==> src/rtl/irqrt_ram.sv <==
// ----------------------------------------------------------------------------
// irqrt_ram
// Generic single write port, single read port RAM with registered read.
// ----------------------------------------------------------------------------
`default_nettype none

module irqrt_ram #(
  parameter int unsigned WIDTH = 8,
  parameter int unsigned DEPTH = 16,
  localparam int unsigned AW = (DEPTH > 1) ? $clog2(DEPTH) : 1
) (
  input  wire logic             clk_i,
  input  wire logic             we_i,
  input  wire logic [AW-1:0]    waddr_i,
  input  wire logic [WIDTH-1:0] wdata_i,
  input  wire logic             re_i,
  input  wire logic [AW-1:0]    raddr_i,
  output logic      [WIDTH-1:0] rdata_o
);

  logic [WIDTH-1:0] mem_q [DEPTH];

  always_ff @(posedge clk_i) begin
    if (we_i) begin
      mem_q[waddr_i] <= wdata_i;
    end
    if (re_i) begin
      rdata_o <= mem_q[raddr_i];
    end
  end

endmodule

`default_nettype wire

==> config.mk <==
export PLATFORM = sky130hd
export DESIGN_NAME = irqrt_ram
export DESIGN_NICKNAME = d
export VERILOG_FILES = /design/src/rtl/irqrt_ram.sv
export SDC_FILE = /design/constraint.sdc
export NUM_CORES = 1
export LEC_CHECK = 0
export ABC_AREA = 0
export BUFFER_PORTS_ARGS = -buffer_cell sky130_fd_sc_hd__buf_2
export CORE_ASPECT_RATIO = 1.4
export CORE_MARGIN = 5
export CORE_UTILIZATION = 25
export DETAILED_ROUTE_END_ITERATION = 12
export MAX_ROUTING_LAYER = met4
export PLACE_DENSITY = 0.47
export SYNTH_ARGS = -nofsm -noshare
export SYNTH_HDL_FRONTEND = slang
export SYNTH_SLANG_ARGS = --single-unit
==> constraint.sdc <==
create_clock -name clk_i -period 2.25 [get_ports clk_i]
set_input_delay 0.45 -clock clk_i [delete_from_list [all_inputs] [get_ports clk_i]]
set_output_delay 0.45 -clock clk_i [all_outputs]
set_load 0.05 [all_outputs]
==> impl_results.rst, run 1 <==
.. list-table::
   :header-rows: 1

   * - Metric
     - Value
   * - Comb pwr share
     - 0.051
   * - Area of the core region
     - roughly 20000 um^2
   * - Cell count after synthesis
     - roughly 230
   * - Least-Margin Pin Slew
     - roughly 520 ps
   * - Arrival time worst endpoint
     - 1740 ps
   * - Power share of the clock group
     - 0.480
   * - Buffers added on ports
     - 26
   * - Required time reported for the critical path endpoint
     - ~2400 ps
   * - Total wire length after detailed routing
     - 11200 um
   * - Horizontal extent of the die
     - about 130 um
   * - Startpoint-to-endpoint class of the critical path
     - in2reg
   * - Net count after synthesis
     - between 200 and 250
   * - First-pass GRT wire length
     - ~17000 um
   * - TritonCTS clock tree
     - built
   * - Power spent charging and discharging nets
     - approximately 1.2 mW
   * - Sequential share of power
     - 0.469
   * - Number of synthesized register bits
     - between 100 and 150
   * - Vias per inst
     - 4.44
   * - Class of the worst hold path
     - in2reg
   * - Total number of vias
     - between 2000 and 2500
   * - Aggregate global-route resource usage
     - 0.0998
   * - Longest Clk Path Bufs
     - 2
   * - Num Clock Sinks
     - 136
   * - Area overhead of the layout relative to synthesis
     - 23.0%
   * - Worst Setup Start Kind
     - primary input
   * - Hpwl dp
     - ~7500 um
   * - Time the final worst path needs with I/O delays and setup
     - about 1600 ps
   * - Tightest hold margin
     - 417 ps
   * - Number of top-level pins
     - 27
   * - Final Skew
     - about 6.9 ps
   * - Peak supply drop
     - 515 uV
   * - Share of layout cells above drive strength 1
     - 0.324
   * - Setup slack after layout
     - 661 ps
   * - Post-synthesis cell area
     - roughly 5200 um^2
   * - Setup violations, final
     - 0
   * - Cells on worst reg2reg path
     - 3
   * - Hold buffer count at CTS
     - 0
   * - Warnings, synthesis
     - 0
   * - Worst slew margin relative to its limit
     - 0.649
   * - Height of the die
     - ~180 um
   * - Register-to-register setup slack
     - 770 ps
   * - Most common cell after layout, fill and taps aside
     - sky130_fd_sc_hd__edfxtp_1
   * - Remaining routing DRC violations
     - 0
   * - Total count of hold-check failures in the final report
     - 0
   * - Number of stages on the worst hold path
     - 1
   * - Critical-path maximum fanout
     - 15
   * - Number of nets still failing antenna checks after routing
     - 0
   * - Run status
     - finished clean
   * - Unrepaired setup endpoints after global routing
     - no
   * - Average instance area after synthesis
     - 22.8 um^2
   * - DRC violation total after the first TritonRoute iteration
     - about 150
   * - Root Driver
     - sky130_fd_sc_hd__clkbuf_16
   * - Number of buffers inserted during clock tree synthesis
     - 17
   * - CTS HTree Levels
     - 4
   * - Max-slew violation total from the final report
     - 0
   * - Avg WL per Cell
     - 20.2 um
   * - Number of antenna violations at the first check in global routing
     - 2
   * - Sequential fraction of the synthesis area
     - 0.781
   * - Most used cells in the layout excluding fill and tap cells
     - sky130_fd_sc_hd__edfxtp_1 (136), sky130_fd_sc_hd__buf_2 (26), sky130_fd_sc_hd__buf_4 (19)
   * - PostCTS Resize Cnt
     - 0
   * - Distinct cell type count of the synthesized netlist
     - 18
   * - Final clock period utilization by the worst path
     - 0.706
   * - Grt total ovfl
     - 0
   * - Endpoint type of the worst setup path
     - flip-flop
   * - P_int
     - approximately 4.9 mW
   * - Maximum number of pins on one net before global-route repair
     - 33
   * - Buffer count from post-CTS setup fixing
     - 0
   * - Via count of the first global-routing pass
     - about 2700
   * - Last weighted congestion value of the routability-driven placer
     - 0.739
   * - Power density over cell area
     - 952 nW/um^2
   * - Count of maximum capacitance violations
     - 0
   * - Switching part of the total
     - 0.196
   * - Die area
     - roughly 24000 um^2
   * - Static Leakage
     - between 2 and 2.5 nW
   * - Initial standard-cell utilization of the core
     - 0.254
   * - F_max
     - 629 MHz
   * - Number of search-and-repair iterations in the first detailed-routing pass
     - 4
   * - Setup TNS
     - 0 ps
   * - Total power
     - between 6 and 7 mW
   * - Clock latency on the worst-skew pair
     - 400 ps
   * - Layout Nets
     - between 300 and 400
   * - Clk slew on worst S/H paths
     - about 60 ps
   * - Fraction of the core area covered by cells at the end of the flow
     - 0.313
   * - Setup slack at placement
     - approximately 190 ps
   * - Number of cell rows
     - just over 60
==> flip-flops by register name, indices dropped and copies added (netlist names) <==
| register | count |
|---|---|
| mem_q | 128 |
| rdata_o | 8 |
==> stage by stage <==
step,cell area (um^2),std cells
after floorplan,5230,229
after detailed placement,5790,523
after global placement,5790,523
final,6430,557
after global routing,6430,557
after CTS,6430,555
==> synthesized netlist by cell type <==
cell type | n | area, um^2
sky130_fd_sc_hd__mux4_1 | 14 | 368
sky130_fd_sc_hd__nor2b_1 | 1 | 6.26
sky130_fd_sc_hd__nor3_1 | 4 | 20.0
sky130_fd_sc_hd__or3b_2 | 1 | 8.76
sky130_fd_sc_hd__buf_6 | 3 | 33.8
sky130_fd_sc_hd__nand2b_1 | 2 | 12.5
sky130_fd_sc_hd__buf_4 | 1 | 7.51
sky130_fd_sc_hd__and2_1 | 1 | 6.26
sky130_fd_sc_hd__edfxtp_1 | 136 | 4080
sky130_fd_sc_hd__a22oi_1 | 16 | 120
sky130_fd_sc_hd__nand3b_1 | 2 | 15.0
sky130_fd_sc_hd__nand3_1 | 1 | 5.00
sky130_fd_sc_hd__nand2_1 | 9 | 33.8
sky130_fd_sc_hd__clkdlybuf4s25_2 | 3 | 30.0
sky130_fd_sc_hd__and2b_1 | 1 | 7.51
sky130_fd_sc_hd__nor2_1 | 13 | 48.8
sky130_fd_sc_hd__mux4_2 | 18 | 405
sky130_fd_sc_hd__buf_2 | 3 | 15.0
==> critical path, stage by stage <==
cell                      delay [ps]
sky130_fd_sc_hd__buf_2           160
sky130_fd_sc_hd__buf_12          190
sky130_fd_sc_hd__mux4_1          580
sky130_fd_sc_hd__a22oi_1         260
sky130_fd_sc_hd__nand2_1          80
==> path summary, 6_finish.rpt <==
path                endpoint         start
setup / recovery  rdata_o[4]    raddr_i[0]
hold / removal    rdata_o[0]          re_i
setup reg to reg  rdata_o[4]   mem_q[8][4]
hold reg to reg   rdata_o[1]  mem_q[11][1]
==> power groups by stage <==
stage | Clock, mW | Sequential (mW) | Combinational (mW)
finish | 2.94 | 2.87 | 0.312
global route | 3.12 | 2.87 | 0.338
CTS | 3.00 | 2.87 | 0.321
detailed placement | 0 | 2.92 | 0.321
global placement | 0 | 2.92 | 0.315
floorplan | 0 | 2.96 | 0.144
==> per-layer routing <==
metal | part of all wire | wire length, um | global-route usage | vias up
met2 | 0.51 | 5790 | 0.164 | 57
met1 | 0.43 | 4810 | 0.118 | 1307
met3 | 0.048 | 536 | 0.0309 | 9
li1 | - | - | - | 1098
met5 | 0 | 0 | - | -
met4 | 0.0094 | 106 | 0.0318 | 0
==> cell type report <==
| type | count | area [um^2] |
|---|---|---|
| Clock inverter | 15 | 208 |
| Antenna cell | 2 | 5.00 |
| Fill cell | 1934 | 14100 |
| Clock buffer | 17 | 425 |
| Sequential cell | 136 | 4080 |
| Tap cell | 256 | 320 |
| Multi-Input combinational cell | 83 | 1060 |
| Timing Repair Buffer | 48 | 333 |
==> cells by family after synthesis <==
family,after synthesis,share of synthesized area
AND/OR/NAND/NOR,35,0.0314
buffers and inverters,10,0.0165
multiplexers,32,0.148
flip-flops,136,0.781
AO/OA/AOI/OAI,16,0.0230
No activity file was read; power rests on OpenSTA's default activity.
==> inputs of run 2 (changes only) <==
ABC_AREA = 1   (was 0)
clock period = 1.6 ns   (was 2.25 ns; I/O delays follow)
==> run 2 against run 1 <==
  * Sequential share of layout area fell by 5.3 points
  * Die area is 11% higher
  * Routed wire length rose by 30%
  * Worst hold slack lost 140 ps
  * Synthesized cell count increased by 140%
  * Register-to-register slack got worse by 310 ps
  * Non-clock buffer count unchanged
  * Power increased by 41%
  * Highest routed layer unchanged
  * Worst setup slack worse by 490 ps
  * Via count grew 53%
  * Sequential power is 41% higher
==> impl_results.rst, run 2 <==
.. list-table::
   :header-rows: 1

   * - Metric
     - Value
   * - Hold buffer count at CTS
     - 0 (unchanged)
   * - Setup slack after layout
     - 168 ps (-493 ps)
   * - Setup TNS
     - 0 ps (unchanged)
   * - List of most frequent post-synthesis cells
     - sky130_fd_sc_hd__nand2_1 (173), sky130_fd_sc_hd__edfxtp_1 (136), sky130_fd_sc_hd__inv_1 (100)
   * - Worst Setup Start Kind
     - flip-flop
   * - Startpoint-to-endpoint class of the critical path
     - reg2out
   * - Number of nets still failing antenna checks after routing
     - 0 (unchanged)
   * - Startpoint of the worst setup timing path
     - rdata_o[1]
   * - Met1 Usage GRT
     - 0.133 (+0.0154)
   * - Cell depth of the worst setup path
     - 1 (-4)
   * - Buffers added on ports
     - 26 (unchanged)
   * - Max reg flops
     - 128 (unchanged)
   * - Count of maximum capacitance violations
     - 0 (unchanged)
   * - Post-route standard cell area excluding fillers
     - 7020 um^2 (+9.1%)
   * - Die area
     - 26600 um^2 (+11%)
   * - F_max
     - between 600 and 700 MHz
   * - Share of layout cells above drive strength 1
     - 0.130 (-0.194)
   * - Post-synthesis cell area
     - 5850 um^2 (+12%)
   * - Class of the worst hold path
     - in2reg
   * - Peak supply drop
     - 644 uV (+25%)
   * - Final Skew
     - 11.7 ps (+4.78 ps)
   * - Average instance area after synthesis
     - 10.6 um^2 (-54%)
   * - Time the final worst path needs with I/O delays and setup
     - between 1000 and 1500 ps
   * - Clock latency on the worst-skew pair
     - 420 ps (+20 ps)
   * - Sequential fraction of the synthesis area
     - 0.698 (-0.0828)
   * - Layout Nets
     - 613 (+100%)
   * - CTS HTree Levels
     - 4 (unchanged)
   * - Grt met3 use
     - 0.0230 (-0.00786)
   * - Slowest library cell on the worst path
     - sky130_fd_sc_hd__edfxtp_1
   * - Library cell occupying the most area in the post-synthesis netlist
     - sky130_fd_sc_hd__edfxtp_1
   * - Dominant cells by area after synthesis
     - sky130_fd_sc_hd__edfxtp_1 (70%), sky130_fd_sc_hd__nand2_1 (11%), sky130_fd_sc_hd__nand3_1 (8.3%), sky130_fd_sc_hd__inv_1 (6.4%), sky130_fd_sc_hd__buf_6 (1.2%)
   * - Grt total ovfl
     - 0 (unchanged)
   * - Net count after synthesis
     - 570 (+130%)
   * - Cell count after synthesis
     - 551 (+140%)
   * - Setup violations, final
     - 0 (unchanged)
   * - Crit path buf inv count
     - 1 (-1)
   * - Distinct cell type count of the synthesized netlist
     - 11 (-7)
   * - Hpwl dp
     - 9450 um (+26%)
   * - Max-slew violation total from the final report
     - 0 (unchanged)
   * - Critical path, cell by cell
     - buf_2
   * - Total count of hold-check failures in the final report
     - 0 (unchanged)
   * - Via count of the first global-routing pass
     - 4001 (+49%)
   * - Synth top area share
     - 0.698 (-0.0828)
   * - Most used cells in the layout excluding fill and tap cells
     - sky130_fd_sc_hd__nand2_1 (173), sky130_fd_sc_hd__edfxtp_1 (136), sky130_fd_sc_hd__inv_1 (100)
   * - TritonCTS clock tree
     - built
   * - Clk slew on worst S/H paths
     - 60 ps (about the same)
   * - Final antenna diode count
     - 0 (-2)
   * - Buffer count from post-CTS setup fixing
     - 0 (unchanged)
   * - Power density over cell area
     - 1230 nW/um^2 (+29%)
   * - Setup slack at placement
     - 6.77 ps (-183 ps)
   * - Number of flops mapped to enable cells by yosys
     - 136 (unchanged)
   * - Endpoint type of the worst setup path
     - output pin
   * - Number of antenna violations at the first check in global routing
     - 0 (-2)
   * - Longest Clk Path Bufs
     - 2 (unchanged)
   * - Static Leakage
     - 2.96 nW (+38%)
   * - Cells on worst reg2reg path
     - 6 (+3)
   * - Register with the most flip-flops
     - mem_q
   * - Last weighted congestion value of the routability-driven placer
     - 0.787 (+6.5%)
   * - Area overhead of the layout relative to synthesis
     - 20.1%
   * - Most used standard cell by instance count after synthesis
     - sky130_fd_sc_hd__nand2_1
   * - Unrepaired setup endpoints after global routing
     - no
   * - Number of cell rows
     - 66 (+6.5%)
   * - Worst r2r src
     - mem_q[5][1]
   * - Least-Margin Pin Slew
     - 636 ps (+113 ps)
   * - First-pass GRT wire length
     - 22600 um (+34%)
   * - Aggregate global-route resource usage
     - 0.117 (+0.0175)
   * - Number of search-and-repair iterations in the first detailed-routing pass
     - 4 (unchanged)
   * - Number of buffers inserted during clock tree synthesis
     - 17 (unchanged)
   * - Area of the core region
     - 23100 um^2 (+12%)
   * - Largest delay contributor family on the critical path
     - flip-flops
   * - Top flop regs
     - mem_q x128, rdata_o x8
   * - Critical-path maximum fanout
     - 1 (-14)
   * - Vias per inst
     - 4.14 (-6.7%)
   * - Most common cell after layout, fill and taps aside
     - sky130_fd_sc_hd__nand2_1
   * - Final clock period utilization by the worst path
     - 0.895
   * - Warnings, synthesis
     - 0 (unchanged)
   * - Number of synthesized register bits
     - 136 (unchanged)
   * - GR Util met2
     - 0.205 (+0.0410)
   * - Num Clock Sinks
     - 136 (unchanged)
   * - Finished Layout Cells
     - 912 (+64%)
   * - Horizontal extent of the die
     - 139 um (+5.3%)
   * - PostCTS Resize Cnt
     - 0 (unchanged)
   * - Run status
     - finished clean
   * - Maximum number of pins on one net before global-route repair
     - 65 (+97%)
   * - Global routing's busiest layer
     - met2
   * - Total number of vias
     - 3774 (+53%)
   * - Height of the die
     - 191 um (+5.4%)
   * - Number of top-level pins
     - 27 (unchanged)
   * - Required time reported for the critical path endpoint
     - 1280 ps (-1120 ps)
   * - Total wire length after detailed routing
     - 14600 um (+30%)
   * - Prevailing post-synth register cell
     - sky130_fd_sc_hd__edfxtp_1
   * - Initial standard-cell utilization of the core
     - 0.253 (-0.00142)
   * - Worst slew margin relative to its limit
     - 0.575 (-0.0734)
   * - DRC violation total after the first TritonRoute iteration
     - 254 (+73%)
   * - Remaining routing DRC violations
     - 0 (unchanged)
   * - Min-delay src
     - re_i
   * - Avg WL per Cell
     - 16.0 um (-21%)
   * - Total power
     - 8.62 mW (+41%)
   * - Arrival time worst endpoint
     - 1110 ps (-630 ps)
   * - Maximum cell stage delay along the critical path
     - 400 ps (-180 ps)
   * - Root Driver
     - sky130_fd_sc_hd__clkbuf_16
   * - Number of stages on the worst hold path
     - 1 (unchanged)
   * - Instance count after placement with tap cells included
     - 881 (+68%)
   * - Count of filler cells inserted in the layout
     - 2414 (+25%)
   * - Fraction of registers with async set or reset after synthesis
     - 0 (unchanged)
   * - Placed cell area
     - 6410 um^2 (+11%)
[run 2: changes by cell type after synthesis, sizes merged, moves of 2 or more]
cell	previous run	this run
nor2	13	17
nand2b	2	0
buf	7	24
nor3	4	0
nand3	1	97
nand2	9	173
mux4	32	0
clkdlybuf4s25	3	0
inv	0	102
a22oi	16	0
[run 2: final timing paths]
path                     end  slack, ps
hold / removal    rdata_o[5]        280
setup reg to reg  rdata_o[1]        460
hold reg to reg   rdata_o[1]        770
setup / recovery  rdata_o[1]        170
[run 2: cells by family (layout without fill, tap and decap cells)]
| family | after synthesis | after routing | synth area share |
|---|---|---|---|
| buffers and inverters | 126 | 181 | 0.0939 |
| DFF | 136 | 136 | 0.698 |
| and+or+nand+nor | 289 | 289 | 0.208 |
[run 2: metal layers]
metal | vias to the layer above | wire (um)
met5 | - | 0
met4 | 0 | 332
met3 | 20 | 417
met2 | 78 | 7670
met1 | 1814 | 6190
li1 | 1862 | -
[run 2: worst reg2reg max path: cells and delay by family (launching register included)]
kind / cells / cell delay (ps)
buf+inv: 1 / 60
flops: 1 / 370
simple gates: 5 / 440
[run 2: final cells by class]
type	instances	area [um^2]	share of cell area
Sequential cell	136	4080	0.582
Multi-Input combinational cell	289	1210	0.173
Clock buffer	19	433	0.0617
Inverter	102	383	0.0545
Tap cell	306	383	0.0545
Timing Repair Buffer	48	345	0.0492
Clock inverter	12	178	0.0253
[run 2: per-stage QoR]
stage / utilization / hold WS [ps]
global route: 0.304 / 273
detailed placement: 0.277 / 696
finish: 0.304 / 276
CTS: 0.304 / 263
global placement: 0.277 / 701
floorplan: - / 419
[run 2: power by group]
group | leakage (nW) | switching [mW] | internal, mW
clock | 0.297 | 1.42 | 2.60
combinational | 1.43 | 0.406 | 0.150
sequential | 1.24 | 0.0254 | 4.02
total | 2.96 | 1.85 | 6.76
