[config.mk]
export PLATFORM = sky130hd
export DESIGN_NAME = irqrt_range_cmp
export DESIGN_NICKNAME = d
export VERILOG_FILES = /design/src/rtl/irqrt_pkg.sv /design/src/rtl/irqrt_range_cmp.sv
export SDC_FILE = /design/constraint.sdc
export NUM_CORES = 1
export LEC_CHECK = 0
export BUFFER_PORTS_ARGS = -buffer_cell sky130_fd_sc_hd__clkbuf_2
export CORE_UTILIZATION = 43
export DETAILED_ROUTE_END_ITERATION = 12
export PLACE_DENSITY = 0.79
export SLEW_MARGIN = 40
export SYNTH_ARGS = -nofsm -noshare
export SYNTH_HDL_FRONTEND = slang
export SYNTH_SLANG_ARGS = --single-unit
[constraint.sdc]
create_clock -name vclk -period 6.4
set_clock_uncertainty 0.05 [all_clocks]
set_input_delay 0.96 -clock vclk [all_inputs]
set_output_delay 0.96 -clock vclk [all_outputs]
set_load 0.01 [all_outputs]
[src/rtl/irqrt_pkg.sv]
// ----------------------------------------------------------------------------
// irqrt_pkg
// Types and constants of the interrupt redirect entry router.
// ----------------------------------------------------------------------------
`default_nettype none

package irqrt_pkg;

  typedef enum logic [1:0] {
    KIND_ADD_OVERRIDE = 2'd0,
    KIND_ADD_IO_UNIT  = 2'd1,
    KIND_MAP_IRQ      = 2'd2,
    KIND_MAP_GSI      = 2'd3
  } kind_e;

  typedef enum logic [1:0] {
    ST_MAPPED  = 2'd0,
    ST_NO_UNIT = 2'd1,
    ST_LOADED  = 2'd2,
    ST_FULL    = 2'd3
  } status_e;

  // Entry bit positions and flag codes
  localparam int unsigned PolarityLowBit   = 13;
  localparam int unsigned TriggerLevelBit  = 15;
  localparam logic [1:0]  FlagCodeLowLevel = 2'b11;

  typedef struct packed {
    kind_e       kind;
    logic [7:0]  irq_source;
    logic [31:0] gsi;
    logic [7:0]  vector;
    logic [7:0]  dest_apic_id;
    logic [15:0] polarity_trigger_flags;
    logic [7:0]  max_redirect;
  } req_t;

  typedef struct packed {
    status_e     status;
    logic [3:0]  unit_index;
    logic [31:0] resolved_gsi;
    logic [7:0]  redirect_index;
    logic [7:0]  register_index;
    logic [31:0] entry_low;
    logic [31:0] entry_high;
  } rsp_t;

  typedef struct packed {
    logic [7:0]  source;
    logic [31:0] target_gsi;
    logic [15:0] flags;
  } ovr_ent_t;

  typedef struct packed {
    logic [31:0] first_gsi;
    logic [7:0]  max_redirect;
  } unit_ent_t;

  // Result of the shared range compare unit
  typedef struct packed {
    logic       in_range;
    logic [7:0] diff_lo;
  } cmp_res_t;

  // Pack the low word of an unmasked, fixed, physical redirection entry
  function automatic logic [31:0] entry_low_pack(logic [7:0] vector, logic [15:0] flags);
    logic [31:0] e;
    e                  = {24'd0, vector};
    e[PolarityLowBit]  = (flags[1:0] == FlagCodeLowLevel);
    e[TriggerLevelBit] = (flags[3:2] == FlagCodeLowLevel);
    return e;
  endfunction

endpackage

`default_nettype wire

[src/rtl/irqrt_range_cmp.sv]
// ----------------------------------------------------------------------------
// irqrt_range_cmp
// Shared compare unit: is value within [base, base + limit] without wrap.
// ----------------------------------------------------------------------------
`default_nettype none

module irqrt_range_cmp (
  input  wire logic [31:0]        value_i,
  input  wire logic [31:0]        base_i,
  input  wire logic [7:0]         limit_i,
  output irqrt_pkg::cmp_res_t     res_o
);
  import irqrt_pkg::*;

  logic [32:0] diff;

  // Borrow out of the subtract means value is below base
  assign diff           = {1'b0, value_i} - {1'b0, base_i};
  assign res_o.in_range = !diff[32] && (diff[31:8] == 24'd0) && (diff[7:0] <= limit_i);
  assign res_o.diff_lo  = diff[7:0];

endmodule

`default_nettype wire

==> reports/metrics.csv, run 1 <==
metric,value,unit
run_status,completed,
gp_congestion,0.9155,
timing.critical_path.cells,"clkbuf_2, inv_1, ha_1, fa_1, nand2b_1, a21oi_2, nor2_1, xnor2_1, ha_1, nand4_1, or2_2, o21ai_0, o2111a_1, o2111a_1, nand4_1, nor4_2, clkbuf_2",
rsz0062_at_grt,false,
n_antenna_cell,0,
max_stage_delay,0.41,ns
placement.io_buffers,81,
endpoint_kind,output port,
power_per_cell_area,98.76,nW/um^2
fin_setup_tns,0,ns
synth.yosys.seq_area_share,0,
grt_pass1_vias,2397,
worst_ep_required_time,5.39,ns
place_ws,1.251,ns
fp.dieArea,6003,um^2
fp.dieH,77.48,um
route.detailed.drc,0,
worst_hold_path_type,input port to output port,
synth.net_count,471,
final_net_count,541,
ff_latch_area,0,um^2
num_rows,27,
worst_path_cell_with_the_longest_stage_delay,sky130_fd_sc_hd__fa_1,
globalRouteTotalUtil,0.2023,
area_delta_synth_final,16.50,%
yosysWarningCount,0,
wire_length_of_the_first_global_routing_pass,10490,um
placement_stage_cell_area,2854,um^2
largest_net_degree_at_the_start_of_global_routing,11,
initial_utilization,0.4449,
wire_per_inst,12.33,um
fp.dieW,77.48,um
ioPinCount,81,
final_min_period_over_clock_period,0.8067,
holdWs,2.247,ns
core_area,5507,um^2
number_of_antenna_violations_at_the_first_check_in_global_routing,0,
power.total,281.9,uW
postSynthCellCount,358,
timing_max_transition_violations_final,0,
timing.fmax,0.1937,GHz
finalHoldViolCount,0,
grt_overflow_total,0,
final_period_minus_worst_setup_slack,5.163,ns
design.seq.count,0,
num-clock-buffers,0,
drive_gt1_frac,0.2465,
setup_violators_final,0,
worstSetupStartpointType,input port,
cp_data_arrival_time,4.15,ns
detailroute.via_count,2791,
syn-cell-area,2450,um^2
cap_violations,0,
hpwl,5242,um
path_class,input port to output port,
detail-route-antenna-nets,0,
ir_drop,0.04064,mV
detail_route.iter0.violations,184,
hold_buffers,0,
worst_slew_margin_rel,0.7106,
cts_post_setup_buffers_inserted,0,
detail_route.first_pass.iterations,4,
detail_route.vias_per_cell,5.604,
routed_wirelength,6139,um
tightest_slew,0.4341,ns
smallest_setup_slack_after_layout,1.237,ns
static-leakage-power,1.556,nW
worstPathMaxFanout,5,
cts_resized,0,
synth_area_per_cell,6.843,um^2
post_synth_num_cell_types,64,
finish.instance_area,2854,um^2
## critical path, delay by kind of cell
kind / cells / cell delay (ns)
AOI/OAI and AO/OA: 4 / 0.76
and+or+nand+nor: 6 / 1.06
adders and majority gates: 3 / 0.92
xor gates and xnor gates: 1 / 0.15
buffers and inverters: 3 / 0.28
## synthesized netlist by cell type (3+ instances only)
master / n / area (um^2)
sky130_fd_sc_hd__a21boi_0: 3 / 22.52
sky130_fd_sc_hd__a21o_1: 17 / 127.6
sky130_fd_sc_hd__a21oi_1: 36 / 180.2
sky130_fd_sc_hd__a21oi_2: 4 / 35.03
sky130_fd_sc_hd__and2_1: 4 / 25.02
sky130_fd_sc_hd__and3_1: 4 / 25.02
sky130_fd_sc_hd__and3_2: 3 / 22.52
sky130_fd_sc_hd__buf_2: 3 / 15.01
sky130_fd_sc_hd__buf_6: 5 / 56.30
sky130_fd_sc_hd__clkbuf_1: 4 / 15.01
sky130_fd_sc_hd__ha_1: 40 / 500.5
sky130_fd_sc_hd__inv_1: 49 / 183.9
sky130_fd_sc_hd__mux2i_1: 4 / 40.04
sky130_fd_sc_hd__nand2_1: 24 / 90.09
sky130_fd_sc_hd__nand2b_1: 7 / 43.79
sky130_fd_sc_hd__nand3_1: 8 / 40.04
sky130_fd_sc_hd__nand4_1: 9 / 56.30
sky130_fd_sc_hd__nor2_1: 22 / 82.58
sky130_fd_sc_hd__nor3_1: 4 / 20.02
sky130_fd_sc_hd__nor3b_1: 3 / 22.52
sky130_fd_sc_hd__o211ai_1: 8 / 60.06
sky130_fd_sc_hd__o21a_1: 5 / 37.54
sky130_fd_sc_hd__o21ai_0: 18 / 90.09
sky130_fd_sc_hd__o21ai_1: 5 / 25.02
sky130_fd_sc_hd__o21ai_2: 3 / 26.28
sky130_fd_sc_hd__o21bai_1: 3 / 22.52
sky130_fd_sc_hd__o31a_1: 3 / 26.28
sky130_fd_sc_hd__xnor2_1: 9 / 78.83
sky130_fd_sc_hd__xor2_1: 5 / 43.79
## stage by stage
step	instances	utilization
2_1_floorplan	358	-
3_3_place_gp	498	0.5183
3_5_place_dp	498	0.5183
4_1_cts	498	0.5183
5_1_grt	498	0.5183
6_report	498	0.5183
## cell families (layout without fill, tap and decap cells)
kind of cell             count (synthesis)  count (layout)  share of synthesized area
multiplexers                             5               5                    0.02094
adder cells (fa/ha/maj)                 41              41                     0.2125
XOR/XNOR                                14              14                    0.05005
AO/OA/AOI/OAI                          134             134                     0.3815
AND/OR/NAND/NOR                        101             101                     0.2211
buffers and inverters                   63             131                     0.1139
## path summary, 6_finish.rpt
path        to  slack, ns        from  cells past startpoint
max   res_o[8]       1.24  value_i[0]                     17
min   res_o[0]       2.25   base_i[0]                      4
## cells in the final DEF (no fill, tap or decap), drive strengths merged, types with 5 or more instances in the layout
cell | Yosys | final
and3 | 7 | 7
a21o | 17 | 17
nor2 | 22 | 22
xnor2 | 9 | 9
ha | 40 | 40
clkbuf | 5 | 81
o21ai | 26 | 26
xor2 | 5 | 5
inv | 50 | 50
nand3 | 8 | 8
a21oi | 40 | 40
nand2b | 7 | 7
nand2 | 24 | 24
o21a | 5 | 5
o211ai | 10 | 10
nand4 | 9 | 9
## routing by layer
layer / track usage / up-vias / routed length, um
met2: 0.3301 / 85 / 2663
li1: - / 1444 / -
met5: 0 / - / 0
met3: 0.008235 / 2 / 379
met1: 0.3023 / 1260 / 3067
met4: 0.01321 / 0 / 29
## cell type report
class	count	area [um^2]
fillers	552	2653
repair buffers	81	405.4
multi-input cells	295	2171
inverters	50	187.7
well taps	72	90.09
## power by group
part	total, mW	internal, mW	switching, mW
clock	0	0	0
sequential	0	0	0
combinational	0.282	0.124	0.158
total	0.282	0.124	0.158
Note: power is estimated with default switching activity, not from simulation.
==> run 2, diff against run 1 <==
- clock period: 6.4 -> 4.8 ns (I/O delays scaled with it)
==> run 2 against run 1 <==
Compared with the run above:
- die area stayed put
- setup slack got worse by 1.1 ns
- global-route usage rose by 0.44 points
- count of clock-buffer cells in the layout unchanged
- sequential cell count did not move
- non-clock buffer count increased by 2
- first-iteration DRC count decreased by 7.1%
- design area increased by 1.1%
- critical path depth is the same
- via count decreased by 0.79%
- sequential share of layout area unchanged
- total power increased by 36%
- highest routed layer unchanged
==> reports/metrics.csv, run 2 (same netlist as run 1, synthesis figures left out) <==
metric,value,unit,change
static-leakage-power,1.572,nW,was 1.556 nW
wire_per_inst,12.51,um,was 12.33 um
final_cell_mix,"81 x sky130_fd_sc_hd__clkbuf_2, 49 x sky130_fd_sc_hd__inv_1, 40 x sky130_fd_sc_hd__ha_1",,unchanged
endpoint_kind,output port,,unchanged
grt_overflow_total,0,,unchanged
detailroute.via_count,2769,,was 2791
final_period_minus_worst_setup_slack,4.643,ns,
finish.instance_area,2884,um^2,was 2854 um^2
wire_length_of_the_first_global_routing_pass,10720,um,was 10490 um
max_stage_delay,0.43,ns,was 0.41 ns
detail_route.iter0.violations,171,,was 184
cp_data_arrival_time,3.87,ns,was 4.15 ns
post-route-util,0.5237,,was 0.5183
holdWs,1.751,ns,was 2.247 ns
drive_gt1_frac,0.2523,,was 0.2465
hold_start,base_i[0],,unchanged
design.seq.count,0,,unchanged
mostFrequentLayoutCell,sky130_fd_sc_hd__clkbuf_2,,unchanged
ff_latch_area,0,um^2,unchanged
worst_hold_path_type,input port to output port,,unchanged
worst_slew_margin_rel,0.6971,,was 0.7106
largest_net_degree_at_the_start_of_global_routing,11,,unchanged
initial_utilization,0.4449,,unchanged
grt_pass1_vias,2543,,was 2397
worst_path_cell_with_the_longest_stage_delay,sky130_fd_sc_hd__fa_1,,unchanged
detail_route.vias_per_cell,5.538,,was 5.604
power.total,382.3,uW,was 281.9 uW
run_status,completed,,unchanged
timing_max_transition_violations_final,0,,unchanged
final_net_count,543,,was 541
detail-route-antenna-nets,0,,unchanged
globalRouteTotalUtil,0.2067,,was 0.2023
placement.io_buffers,81,,unchanged
timing.fmax,0.2154,GHz,
ir_drop,0.05473,mV,was 0.04064 mV
route.detailed.drc,0,,unchanged
power_per_cell_area,132.6,nW/um^2,was 98.76 nW/um^2
fp.dieArea,6003,um^2,unchanged
finalHoldViolCount,0,,unchanged
fp.dieW,77.48,um,unchanged
gp_congestion,0.9181,,was 0.9155
worstSetupStartpointType,input port,,unchanged
cap_violations,0,,unchanged
worst_ep_required_time,4.03,ns,was 5.39 ns
hold-path-cell-count,4,,unchanged
n_antenna_cell,0,,unchanged
num_rows,27,,unchanged
final_min_period_over_clock_period,0.9673,,
area_delta_synth_final,17.72,%,was 16.50%
path_delay_family,simple AND/OR/NAND/NOR gates,,unchanged
fp.dieH,77.48,um,unchanged
placement_stage_cell_area,2854,um^2,unchanged
detail_route.first_pass.iterations,5,,was 4
num-clock-buffers,0,,unchanged
number_of_antenna_violations_at_the_first_check_in_global_routing,0,,unchanged
cp.buffers_inverters,3,,unchanged
core_area,5507,um^2,unchanged
hpwl,5371,um,was 5242 um
setup_violators_final,0,,unchanged
timing.critical_path.cells,"clkbuf_2, inv_1, ha_1, fa_1, nand2b_4, a21oi_4, nor2_1, xnor2_1, ha_1, nand4_1, or2_2, o21ai_0, o2111a_1, o2111a_1, nand4_1, nor4_2, clkbuf_2",,"was clkbuf_2, inv_1, ha_1, fa_1, nand2b_1, a21oi_2, nor2_1, xnor2_1, ha_1, nand4_1, or2_2, o21ai_0, o2111a_1, o2111a_1, nand4_1, nor4_2, clkbuf_2"
routed_wirelength,6255,um,was 6139 um
ioPinCount,81,,unchanged
worstPathMaxFanout,5,,unchanged
path_class,input port to output port,,unchanged
sink_of_the_worst_hold_path,res_o[0],,unchanged
tightest_slew,0.4543,ns,was 0.4341 ns
run 2: changes by cell type in the layout (fill, tap and decap cells not counted):
cell | previous run | this run
sky130_fd_sc_hd__buf_4 | 0 | 2
sky130_fd_sc_hd__a21oi_2 | 4 | 3
sky130_fd_sc_hd__a21oi_4 | 0 | 1
sky130_fd_sc_hd__nand2b_1 | 7 | 6
sky130_fd_sc_hd__nand2b_4 | 0 | 1
run 2: metal layers:
metal  vias to the layer above  part of all wire  global-route usage
li1                       1449                 -                   -
met1                      1227              0.49              0.2995
met2                        89              0.45              0.3504
met3                         4             0.057            0.005882
met4                         0            0.0058             0.01509
met5                         -                 0                   0
run 2: through the flow:
step / setup WS [ns] / instances / setup TNS [ns]
global route: -0.009166 / 500 / -0.009166
CTS: 0.1143 / 498 / 0
finish: 0.1568 / 500 / 0
floorplan: 0.5773 / 358 / 0
detailed placement: 0.1182 / 498 / 0
global placement: 0.2609 / 498 / 0
run 2: timing repair:
action | in CTS | in global routing
endpoints found under the setup margin | 0 | 1
resized for setup | 0 | 2
buffers inserted | 0 | 2
hold buffers | 0 | 0
run 2: where the power goes:
group | leakage [nW] | internal (mW) | switching, mW
combinational | 1.57 | 0.168 | 0.214
clock | 0 | 0 | 0
sequential | 0 | 0 | 0
total | 1.57 | 0.168 | 0.214
run 2: worst max path at each step:
stage | to | cells after the start | startpoint
2_1_floorplan | res_o[8] | 15 | value_i[0]
3_3_place_gp | res_o[8] | 17 | value_i[0]
3_5_place_dp | res_o[8] | 17 | value_i[0]
4_1_cts | res_o[8] | 17 | value_i[0]
5_1_grt | res_o[8] | 17 | base_i[2]
6_report | res_o[8] | 17 | value_i[0]
run 2: cell type report:
type,instances,area [um^2]
Tap cell,72,90.09
Inverter,50,187.7
Timing Repair Buffer,83,420.4
Multi-Input combinational cell,295,2186
Fill cell,563,2623
run 2: tightest hold or removal path: cells and delay by family:
kind       cells  cell delay [ns]
buf+inv        3             0.24
fa+ha+maj      1             0.13
==> run 3, diff against run 2 <==
- CORE_UTILIZATION: 43 -> 54
- PLACE_DENSITY: 0.79 -> 0.94
==> run 3 against run 2 <==
Compared with the run above:
- sequential share of layout area did not move
- critical path depth unchanged
- setup slack better by 0.035 ns
- routed wire length rose by 4.5%
- largest cell class unchanged
- combinational power up 3%
- first-iteration DRC count is 42% higher
- non-clock buffer count decreased by 1
==> reports/metrics.csv, run 3 (same netlist as run 1, synthesis figures left out) <==
metric,value,unit,change
worstSetupStartpointType,input port,,unchanged
wire_length_of_the_first_global_routing_pass,10790,um,was 10720 um
fin_setup_tns,0,ns,unchanged
fp.dieH,69.36,um,was 77.48 um
run_status,completed,,unchanged
cap_violations,0,,unchanged
static-leakage-power,1.573,nW,was 1.572 nW
detailroute.via_count,2886,,was 2769
power_switching_share,0.5655,,was 0.5610
final.fill_count,388,,was 563
gp_congestion,0.9911,,was 0.9181
detailed_route_wirelength_on_metal2,2963,um,was 2797 um
wire_per_inst,13.64,um,was 12.51 um
path_class,input port to output port,,unchanged
finalHoldViolCount,0,,unchanged
hold_start,base_i[0],,unchanged
num_rows,24,,was 27
power_per_cell_area,136.0,nW/um^2,was 132.6 nW/um^2
num-clock-buffers,0,,unchanged
design.seq.count,0,,unchanged
detail-route-antenna-nets,0,,unchanged
comb_power_share,1.000,,about the same
power.share.clock,0,,about the same
dp_cells,478,,was 498
final-instance-count-excl-fill,479,,was 500
grt_overflow_total,0,,unchanged
switching_power,221.7,uW,was 214.5 uW
worstPathMaxFanout,4,,was 5
area_delta_synth_final,17.67,%,was 17.72%
timing_max_transition_violations_final,0,,unchanged
initial_utilization,0.5626,,was 0.4449
multi_input_comb_area,2217,um^2,was 2186 um^2
hold-path-cell-count,4,,unchanged
endpoint_kind,output port,,unchanged
wl_met3,508,um,was 358 um
ir_drop,0.05783,mV,was 0.05473 mV
fp.dieW,69.36,um,was 77.48 um
globalRouteTotalUtil,0.2583,,was 0.2067
final_min_period_over_clock_period,0.9600,,was 0.9673
worst_slew_margin_rel,0.7176,,was 0.6971
internal-power,170.3,uW,was 167.9 uW
detail_route.vias_per_cell,6.025,,was 5.538
sink_of_the_worst_hold_path,res_o[0],,unchanged
grt_pass1_vias,2583,,was 2543
drt-met1-wl,2945,um,was 3062 um
fp.dieArea,4810,um^2,was 6003 um^2
largest_net_degree_at_the_start_of_global_routing,11,,unchanged
detail_route.first_pass.iterations,8,,was 5
setup_violators_final,0,,unchanged
post-route-util,0.6621,,was 0.5237
core_area,4354,um^2,was 5507 um^2
final_net_count,542,,was 543
ff_latch_area,0,um^2,unchanged
drive_gt1_frac,0.2623,,was 0.2523
mostFrequentLayoutCell,sky130_fd_sc_hd__clkbuf_2,,unchanged
route.detailed.drc,0,,unchanged
ioPinCount,81,,unchanged
routed_wirelength,6535,um,was 6255 um
worst_ep_required_time,4.03,ns,about the same
final_period_minus_worst_setup_slack,4.608,ns,was 4.643 ns
worst_hold_path_type,input port to output port,,unchanged
number_of_antenna_violations_at_the_first_check_in_global_routing,0,,unchanged
register_share_of_total_power,0,,about the same
top_signal_layer_used,met4,,unchanged
timing.fmax,0.2170,GHz,was 0.2154 GHz
cp_data_arrival_time,3.84,ns,was 3.87 ns
power.total,391.9,uW,was 382.3 uW
placement.io_buffers,81,,unchanged
final_cell_mix,"80 x sky130_fd_sc_hd__clkbuf_2, 49 x sky130_fd_sc_hd__inv_1, 39 x sky130_fd_sc_hd__ha_1",,"was 81 x sky130_fd_sc_hd__clkbuf_2, 49 x sky130_fd_sc_hd__inv_1, 40 x sky130_fd_sc_hd__ha_1"
tightest_slew,0.4236,ns,was 0.4543 ns
hpwl,5541,um,was 5371 um
hold_buffers,0,,unchanged
detail_route.iter0.violations,243,,was 171
n_antenna_cell,0,,unchanged
-- run 3: cell types whose count changed in the layout (fill, tap and decap cells not counted), sizes merged --
| cell | previous run | this run |
|---|---|---|
| clkbuf | 81 | 80 |
-- run 3: area by class of cell --
class / instances / share of cell area
repair buffers: 82 / 0.1432
well taps: 52 / 0.02257
multi-input cells: 295 / 0.7691
inverters: 50 / 0.06510
-- run 3: worst max path at each step --
stage	end	slack [ns]	from	cells after the start
global route	res_o[8]	-0.06	base_i[2]	17
CTS	res_o[8]	0.19	value_i[0]	17
floorplan	res_o[8]	0.58	value_i[0]	15
detailed placement	res_o[8]	0.20	value_i[0]	17
finish	res_o[8]	0.19	base_i[4]	17
global placement	res_o[8]	0.30	value_i[0]	17
-- run 3: worst max-delay path, cell delays in order --
cell and delay [ns]:
sky130_fd_sc_hd__clkbuf_2 0.08, sky130_fd_sc_hd__inv_1 0.04, sky130_fd_sc_hd__ha_1 0.37, sky130_fd_sc_hd__o211ai_1 0.14, sky130_fd_sc_hd__a21o_1 0.20, sky130_fd_sc_hd__nand2_1 0.16
sky130_fd_sc_hd__a31oi_4 0.12, sky130_fd_sc_hd__xnor2_2 0.17, sky130_fd_sc_hd__ha_1 0.34, sky130_fd_sc_hd__nand4_1 0.12, sky130_fd_sc_hd__or2_2 0.30, sky130_fd_sc_hd__o21ai_0 0.09
sky130_fd_sc_hd__o2111a_1 0.22, sky130_fd_sc_hd__o2111a_1 0.19, sky130_fd_sc_hd__nand4_1 0.11, sky130_fd_sc_hd__nor4_2 0.29, sky130_fd_sc_hd__buf_2 0.18
-- run 3: metal layers --
| layer | vias up | global-route usage |
|---|---|---|
| li1 | 1447 | - |
| met5 | - | 0 |
| met1 | 1272 | 0.3583 |
| met3 | 24 | 0.01744 |
| met4 | 0 | 0.02041 |
| met2 | 143 | 0.4531 |
-- run 3: repair_timing --
| action | CTS | global route |
|---|---|---|
| hold endpoints to repair | 0 | 0 |
| buffers inserted | 0 | 1 |
| setup endpoints to repair | 0 | 1 |
| resized for setup | 0 | 9 |
-- run 3: through the flow --
step	instance area, um^2	hold slack, ns	worst slack (ns)
finish	2883	1.752	0.1918
global route	2883	1.776	-0.06241
CTS	2829	1.754	0.1902
detailed placement	2829	1.753	0.1964
global placement	2829	1.755	0.2990
floorplan	2450	1.566	0.5773
-- run 3: power groups by stage --
stage	Clock [mW]	Combinational [mW]	Sequential (mW)
detailed placement	0	0.372	0
CTS	0	0.374	0
global placement	0	0.362	0
floorplan	0	0.281	0
global route	0	0.429	0
finish	0	0.392	0
